### src/hw/rtl/b2a_pkg.sv
// ----------------------------------------------------------------------------
// b2a_pkg
// Shared types and constants for the binary to ASCII decimal converter.
// ----------------------------------------------------------------------------
`default_nettype none

package b2a_pkg;

    typedef logic [3:0] bcd_digit_t;

    localparam logic [5:0] ASCII_ZERO     = 6'd48;
    localparam bcd_digit_t DABBLE_LIMIT   = 4'd5;
    localparam bcd_digit_t DABBLE_ADD     = 4'd3;
    localparam bcd_digit_t DIGIT_MAX      = 4'd9;

endpackage

`default_nettype wire

### src/hw/rtl/b2a_dabble_stage.sv
// ----------------------------------------------------------------------------
// b2a_dabble_stage
// One register stage of the shift-and-add-3 conversion: consumes BITS
// binary bits, most significant first, into the packed BCD accumulator.
// ----------------------------------------------------------------------------
`default_nettype none

module b2a_dabble_stage
    import b2a_pkg::*;
#(
    parameter int DIGITS = 10,
    parameter int BITS   = 4,
    parameter int PADW   = 32
) (
    input  wire logic                  aclk,
    input  wire logic                  aresetn,
    input  wire logic                  in_valid,
    output logic                       in_ready,
    input  wire logic [4*DIGITS-1:0]   in_bcd,
    input  wire logic [PADW-1:0]       in_bin,
    output logic                       out_valid,
    input  wire logic                  out_ready,
    output logic [4*DIGITS-1:0]        out_bcd,
    output logic [PADW-1:0]            out_bin
);

    localparam int BCDW = 4 * DIGITS;

    logic              valid_reg, valid_next;
    logic [BCDW-1:0]   bcd_reg, bcd_next;
    logic [PADW-1:0]   bin_reg, bin_next;
    logic              load;

    assign in_ready  = !valid_reg || out_ready;
    assign load      = in_valid && in_ready;
    assign out_valid = valid_reg;
    assign out_bcd   = bcd_reg;
    assign out_bin   = bin_reg;

    always_comb begin
        bcd_digit_t d;
        bcd_next = in_bcd;
        bin_next = in_bin;
        for (int b = 0; b < BITS; b++) begin
            // adjust every digit that would overflow on doubling, then shift
            for (int k = 0; k < DIGITS; k++) begin
                d = bcd_next[4*k +: 4];
                if (d >= DABBLE_LIMIT) begin
                    bcd_next[4*k +: 4] = d + DABBLE_ADD;
                end
            end
            bcd_next = {bcd_next[BCDW-2:0], bin_next[PADW-1]};
            bin_next = {bin_next[PADW-2:0], 1'b0};
        end
    end

    always_comb begin
        if (load) begin
            valid_next = 1'b1;
        end else if (out_ready) begin
            valid_next = 1'b0;
        end else begin
            valid_next = valid_reg;
        end
    end

    always_ff @(posedge aclk) begin
        if (!aresetn) begin
            valid_reg <= 1'b0;
        end else begin
            valid_reg <= valid_next;
        end
    end

    always_ff @(posedge aclk) begin
        if (load) begin
            bcd_reg <= bcd_next;
            bin_reg <= bin_next;
        end
    end

`ifndef NO_ASSERTIONS
    a_stall_holds: assert property (@(posedge aclk) disable iff (!aresetn)
        (valid_reg && !out_ready) |=> (valid_reg && $stable(bcd_reg) && $stable(bin_reg)))
        else $error("stalled item changed in dabble stage");
    a_load_valid: assert property (@(posedge aclk) disable iff (!aresetn)
        load |=> valid_reg)
        else $error("loaded item lost in dabble stage");
    a_no_accept_full: assert property (@(posedge aclk) disable iff (!aresetn)
        (valid_reg && !out_ready) |-> !in_ready)
        else $error("dabble stage accepts while holding a stalled item");
`endif

endmodule

`default_nettype wire

### src/hw/rtl/b2a_serializer.sv
// ----------------------------------------------------------------------------
// b2a_serializer
// Holds one converted BCD value and sends its digits as ASCII, most
// significant nonzero digit first, one item per cycle while m_ready is high.
// ----------------------------------------------------------------------------
`default_nettype none

module b2a_serializer
    import b2a_pkg::*;
#(
    parameter int DIGITS = 10
) (
    input  wire logic                  aclk,
    input  wire logic                  aresetn,
    input  wire logic                  in_valid,
    output logic                       in_ready,
    input  wire logic [4*DIGITS-1:0]   in_bcd,
    output logic                       m_valid,
    input  wire logic                  m_ready,
    output logic [5:0]                 m_digit_char,
    output logic                       m_last_digit
);

    localparam int IDXW = $clog2(DIGITS);

    logic                  busy_reg, busy_next;
    logic [IDXW-1:0]       idx_reg, idx_next;
    logic [4*DIGITS-1:0]   bcd_reg;
    logic [IDXW-1:0]       msd;
    logic                  load;
    logic                  at_last;
    bcd_digit_t            cur_digit;

    assign at_last  = (idx_reg == '0);
    assign in_ready = !busy_reg || (m_ready && at_last);
    assign load     = in_valid && in_ready;

    // find the most significant nonzero digit; zero gives index 0
    always_comb begin
        msd = '0;
        for (int i = 1; i < DIGITS; i++) begin
            if (in_bcd[4*i +: 4] != '0) begin
                msd = IDXW'(i);
            end
        end
    end

    assign cur_digit    = bcd_reg[4*idx_reg +: 4];
    assign m_valid      = busy_reg;
    assign m_digit_char = ASCII_ZERO + {2'b00, cur_digit};
    assign m_last_digit = at_last;

    always_comb begin
        busy_next = busy_reg;
        idx_next  = idx_reg;
        if (load) begin
            busy_next = 1'b1;
            idx_next  = msd;
        end else if (busy_reg && m_ready) begin
            if (at_last) begin
                busy_next = 1'b0;
            end else begin
                idx_next = idx_reg - 1'b1;
            end
        end
    end

    always_ff @(posedge aclk) begin
        if (!aresetn) begin
            busy_reg <= 1'b0;
            idx_reg  <= '0;
        end else begin
            busy_reg <= busy_next;
            idx_reg  <= idx_next;
        end
    end

    always_ff @(posedge aclk) begin
        if (load) begin
            bcd_reg <= in_bcd;
        end
    end

`ifndef NO_ASSERTIONS
    a_char_range: assert property (@(posedge aclk) disable iff (!aresetn)
        m_valid |-> (cur_digit <= DIGIT_MAX))
        else $error("digit out of decimal range");
    a_load_shows: assert property (@(posedge aclk) disable iff (!aresetn)
        load |=> m_valid)
        else $error("loaded value not presented");
    a_run_unbroken: assert property (@(posedge aclk) disable iff (!aresetn)
        (m_valid && m_ready && !m_last_digit) |=> m_valid)
        else $error("digit run broken before last digit");
    a_no_load_midrun: assert property (@(posedge aclk) disable iff (!aresetn)
        (busy_reg && !at_last) |-> !in_ready)
        else $error("new value accepted in the middle of a run");
`endif

endmodule

`default_nettype wire

### src/hw/rtl/binary_to_ascii_decimal_top.sv
// ----------------------------------------------------------------------------
// binary_to_ascii_decimal_top
// A value passes the registered dabble stages and the serializer register before
// its first digit. The digit serializer, sending 1 to 10 digits at 32 bits, sets
// throughput; the conversion pipeline takes a value a cycle unless stalled.
// Reset: synchronous active-low aresetn clears all valid and run state.
// ----------------------------------------------------------------------------
`default_nettype none

module binary_to_ascii_decimal_top
    import b2a_pkg::*;
#(
    parameter int VALUE_WIDTH = 32
) (
    input  wire logic                    aclk,
    input  wire logic                    aresetn,
    input  wire logic                    s_valid,
    output logic                         s_ready,
    input  wire logic [VALUE_WIDTH-1:0]  s_value,
    output logic                         m_valid,
    input  wire logic                    m_ready,
    output logic [5:0]                   m_digit_char,
    output logic                         m_last_digit
);

    localparam int BITS   = 4;
    localparam int NSTAGE = (VALUE_WIDTH + BITS - 1) / BITS;
    localparam int PADW   = NSTAGE * BITS;
    localparam int DIGITS = (VALUE_WIDTH * 30103) / 100000 + 1;
    localparam int BCDW   = 4 * DIGITS;

    logic              valid_w [0:NSTAGE];
    logic              ready_w [0:NSTAGE];
    logic [BCDW-1:0]   bcd_w   [0:NSTAGE];
    logic [PADW-1:0]   bin_w   [0:NSTAGE];

    assign valid_w[0] = s_valid;
    assign s_ready    = ready_w[0];
    assign bcd_w[0]   = '0;
    assign bin_w[0]   = PADW'(s_value);

    for (genvar g = 0; g < NSTAGE; g++) begin : g_stage
        b2a_dabble_stage #(
            .DIGITS (DIGITS),
            .BITS   (BITS),
            .PADW   (PADW)
        ) u_stage (
            .aclk      (aclk),
            .aresetn   (aresetn),
            .in_valid  (valid_w[g]),
            .in_ready  (ready_w[g]),
            .in_bcd    (bcd_w[g]),
            .in_bin    (bin_w[g]),
            .out_valid (valid_w[g+1]),
            .out_ready (ready_w[g+1]),
            .out_bcd   (bcd_w[g+1]),
            .out_bin   (bin_w[g+1])
        );
    end

    b2a_serializer #(
        .DIGITS (DIGITS)
    ) u_serializer (
        .aclk         (aclk),
        .aresetn      (aresetn),
        .in_valid     (valid_w[NSTAGE]),
        .in_ready     (ready_w[NSTAGE]),
        .in_bcd       (bcd_w[NSTAGE]),
        .m_valid      (m_valid),
        .m_ready      (m_ready),
        .m_digit_char (m_digit_char),
        .m_last_digit (m_last_digit)
    );

endmodule

`default_nettype wire
### config.mk
export PLATFORM = sky130hd
export DESIGN_NAME = binary_to_ascii_decimal_top
export DESIGN_NICKNAME = d
export VERILOG_FILES = /design/src/hw/rtl/b2a_pkg.sv /design/src/hw/rtl/b2a_dabble_stage.sv /design/src/hw/rtl/b2a_serializer.sv /design/src/hw/rtl/binary_to_ascii_decimal_top.sv
export SDC_FILE = /design/constraint.sdc
export NUM_CORES = 1
export LEC_CHECK = 0
export ABC_AREA = 1
export BUFFER_PORTS_ARGS = -buffer_cell sky130_fd_sc_hd__buf_4
export CORE_ASPECT_RATIO = 1.5
export CORE_MARGIN = 4
export CORE_UTILIZATION = 59
export DETAILED_ROUTE_END_ITERATION = 6
export GPL_ROUTABILITY_DRIVEN = 1
export GPL_TIMING_DRIVEN = 0
export PLACE_DENSITY = 0.76
export SLEW_MARGIN = 20
export SYNTH_ARGS = -nofsm -noshare
export SYNTH_HDL_FRONTEND = slang
export SYNTH_SLANG_ARGS = --single-unit
export TNS_END_PERCENT = 30
### constraint.sdc
create_clock -name aclk -period 3.85 [get_ports aclk]
set_input_delay 0.9625 -clock aclk [delete_from_list [all_inputs] [get_ports aclk]]
set_output_delay 0.9625 -clock aclk [all_outputs]
set_load 0.02 [all_outputs]
==> results.ini <==
[run_status]
outcome = complete, no violations

[placed_design]
numPortBuffers = 42
gp_congestion = 0.8414
hpwlAfterDp_um = 39380
placed_cell_area_um2 = 28060
dp_slack_ns = -0.2984
dp.cells = 4111

[global_route]
grt_pass1_wl_um = 88160
grt_overflow = 0
grt_usage = 0.2048
grt_max_degree = 41
antenna_found_initial = 0
grt_pass1_vias = 22360

[setup_path]
critPathLaunchType = flop
setup.worst_path.class = reg2out
arrival_ns = 2.70
crit_fanout = 5
end_kind = primary output
cp_data_required_time_ns = 2.89

[timing]
skew_ns = 0.01821
timing.hold.ws_ns = 0.4145
min_period_over_period = 0.9523
maxSlewHeadroom = 0.4626
setup_viol = 0
setup-tns-final_ns = 0
tightestPinTransition_ns = 0.8050
maxSlewViolCount = 0
rsz0062_at_grt = yes
fin_crit_ns = 3.666
timing.final.ws_setup_ns = 0.1838
max_clock_freq_mhz = 272.8
hold_viol = 0

[power]
p_int_mw = 11.04
power_switching_mw = 8.552
p_leak_nw = 14.97
fin_total_pwr_mw = 19.60
p_seq_frac = 0.268
swShare = 0.4364
p_clk_frac = 0.195
p_per_area_nw_per_um2 = 664.9
irDropWorstVdd_mv = 0.7533
p_comb_frac = 0.537

[layout]
layout-drive-gt1-share = 0.1457
fin_nets = 3759
n_antenna_cell = 0
area_delta_synth_final_pct = 10.02
postLayoutCellArea_um2 = 29470
largest_reg_flops = 185
layout.cells.non_filler = 4178
final_core_util = 0.6577

[synthesis]
synth-main-ff-cell = edfxtp_1
synth_area_leaders = edfxtp_1 (38%), nand2_1 (16%), inv_1 (8.3%)
synth_cell_type_count = 56
yosysTopAreaCellShare = 0.3778
avgSynthCellArea_um2 = 7.699
yosysSeqAreaShare = 0.3875
netlist_instances = 3479
synth_area_leader_cell = edfxtp_1
syn_area_um2 = 26790
synth_edf_count = 337
async_flop_share = 0
ys_ff_latch = 350
ys_warn_count = 0

[route]
viasPerCell = 5.306
wl_per_cell_um = 11.89
drc = 0
wl_um = 49670
drt_iter0_drc = 859
dr.pass1.iters = 5
vias = 22170
antenna_left = 0

[floorplanning]
die_w_um = 182.0
start_util = 0.5977
die_y_um = 269.0
row_count = 95
die_area_um2 = 48940
io_pins = 45
coreArea_um2 = 44810

[clock_network]
cts_sinks = 350
htreeDepth = 2
insertion_delay_ns = 0.55
clk_pin_slew_worst_paths_ns = 0.06
cts_hold_buf = 0
cts_root_buf = clkbuf_16
cts_tree = done
cts_inserted_buffers = 36
cts_max_path_buffers = 3

[hold_path]
hold_path.class = reg2reg

[run]
drv_cap = 0

==> per-layer routing <==
layer | up-vias | global-route usage | share of wire
met4 | 0 | 0.07672 | 0.025
met5 | - | 0 | 0
met1 | 10240 | 0.1816 | 0.35
li1 | 11560 | - | -
met2 | 261 | 0.4520 | 0.60
met3 | 106 | 0.02254 | 0.022
==> cells by family after synthesis <==
family | count (synthesis) | synth area share
buffers and inverters | 621 | 0.08730
xor gates and xnor gates | 79 | 0.03144
muxes | 3 | 0.001121
adders and majority gates | 152 | 0.07100
AOI/OAI and AO/OA | 285 | 0.06647
and+or+nand+nor | 1988 | 0.3550
other | 1 | 0.0001400
DFF | 350 | 0.3875
==> final cells by class <==
| type | instances | area (µm²) |
|---|---|---|
| plain buffers | 6 | 30.03 |
| clock buffers | 43 | 927.1 |
| clock inverters | 20 | 374.1 |
| fillers | 3568 | 15340 |
| inverters | 613 | 2310 |
| multi-input cells | 2509 | 14170 |
| flip-flops and latches | 350 | 10390 |
| well taps | 582 | 728.2 |
| repair buffers | 55 | 545.5 |
==> power groups by stage <==
| stage | registers (mW) | clock network, mW | logic, mW |
|---|---|---|---|
| 2_1_floorplan | 5.29 | 0 | 8.66 |
| 3_3_place_gp | 5.32 | 0 | 9.75 |
| 3_5_place_dp | 5.33 | 0 | 10.4 |
| 4_1_cts | 5.25 | 3.91 | 10.5 |
| 5_1_grt | 5.27 | 4.06 | 12.2 |
| 6_report | 5.25 | 3.83 | 10.5 |
==> path summary, 6_finish.rpt <==
kind	from	to	slack, ns	cells after the start
worst min-delay path	g_stage[1].u_stage.out_bin[18]	g_stage[2].u_stage.out_bin[22]	0.41	0
worst max-delay path	u_serializer.idx_reg[0]	s_ready	0.18	17
worst min register to register	g_stage[1].u_stage.out_bin[18]	g_stage[2].u_stage.out_bin[22]	0.41	0
worst max register to register	g_stage[0].u_stage.out_bcd[0]	g_stage[1].u_stage.out_bcd[5]	0.26	24
==> synthesized netlist by cell type, types with 4 or more instances <==
master / n
o21ai_1: 43
nand3_2: 97
o22ai_1: 9
and2_4: 10
xnor2_2: 6
and2_1: 17
xnor2_1: 8
clkbuf_1: 5
nand3_1: 306
nor2_1: 91
dfxtp_1: 13
nand2_2: 179
edfxtp_1: 337
inv_2: 18
o221ai_1: 5
nor3_1: 5
a21o_1: 28
nand4_1: 108
o21ai_2: 34
a21oi_2: 4
a31o_2: 8
nor4_1: 8
xor2_2: 9
nand2_4: 14
inv_1: 592
a21oi_1: 46
o21bai_1: 8
o21ai_0: 83
nand2_1: 1127
ha_1: 152
nand3b_1: 17
xor2_1: 54
==> worst max-delay path: stages, from the launching register on <==
cell and delay, ns:
dfxtp_4 0.38, clkinvlp_4 0.12, ha_4 0.18, nand3_1 0.09
inv_2 0.05, nand2_1 0.07, nand2_2 0.06, nor2_1 0.08
inv_1 0.08, nor2_2 0.14, inv_2 0.07, nor2_4 0.11
nand2_1 0.09, nor2_2 0.17, nand2_2 0.10, nor2_4 0.11
nand2_2 0.08, buf_4 0.17
==> cells in the final DEF (no fill, tap or decap), types with 4 or more instances in the layout <==
master	count
nand2_1	1124
o221ai_1	5
nor3_1	5
a21o_1	28
dfxtp_1	11
xnor2_1	7
nor4_1	8
buf_16	6
clkbuf_16	36
inv_2	23
o21bai_1	8
clkbuf_1	10
nand4_1	108
xor2_1	52
nor2_1	87
bufinv_16	8
o21ai_1	43
o21ai_0	82
o22ai_1	9
inv_1	586
xor2_2	11
and2_4	10
nand3b_1	17
a21oi_2	5
and2_1	17
buf_4	50
nand2_4	14
clkinv_1	4
ha_1	151
nor2_4	4
o21ai_2	35
nand2_2	182
edfxtp_1	337
a31o_2	8
nand3_1	306
a21oi_1	43
xnor2_2	7
nand3_2	97
==> timing repair <==
item | 4_1_cts | 5_1_grt
pin swaps | 2 | 6
resized for setup | 9 | 12
setup endpoints to repair | 1 | 7
buffers inserted | 3 | 3
Note: power is estimated with default switching activity, not from simulation.
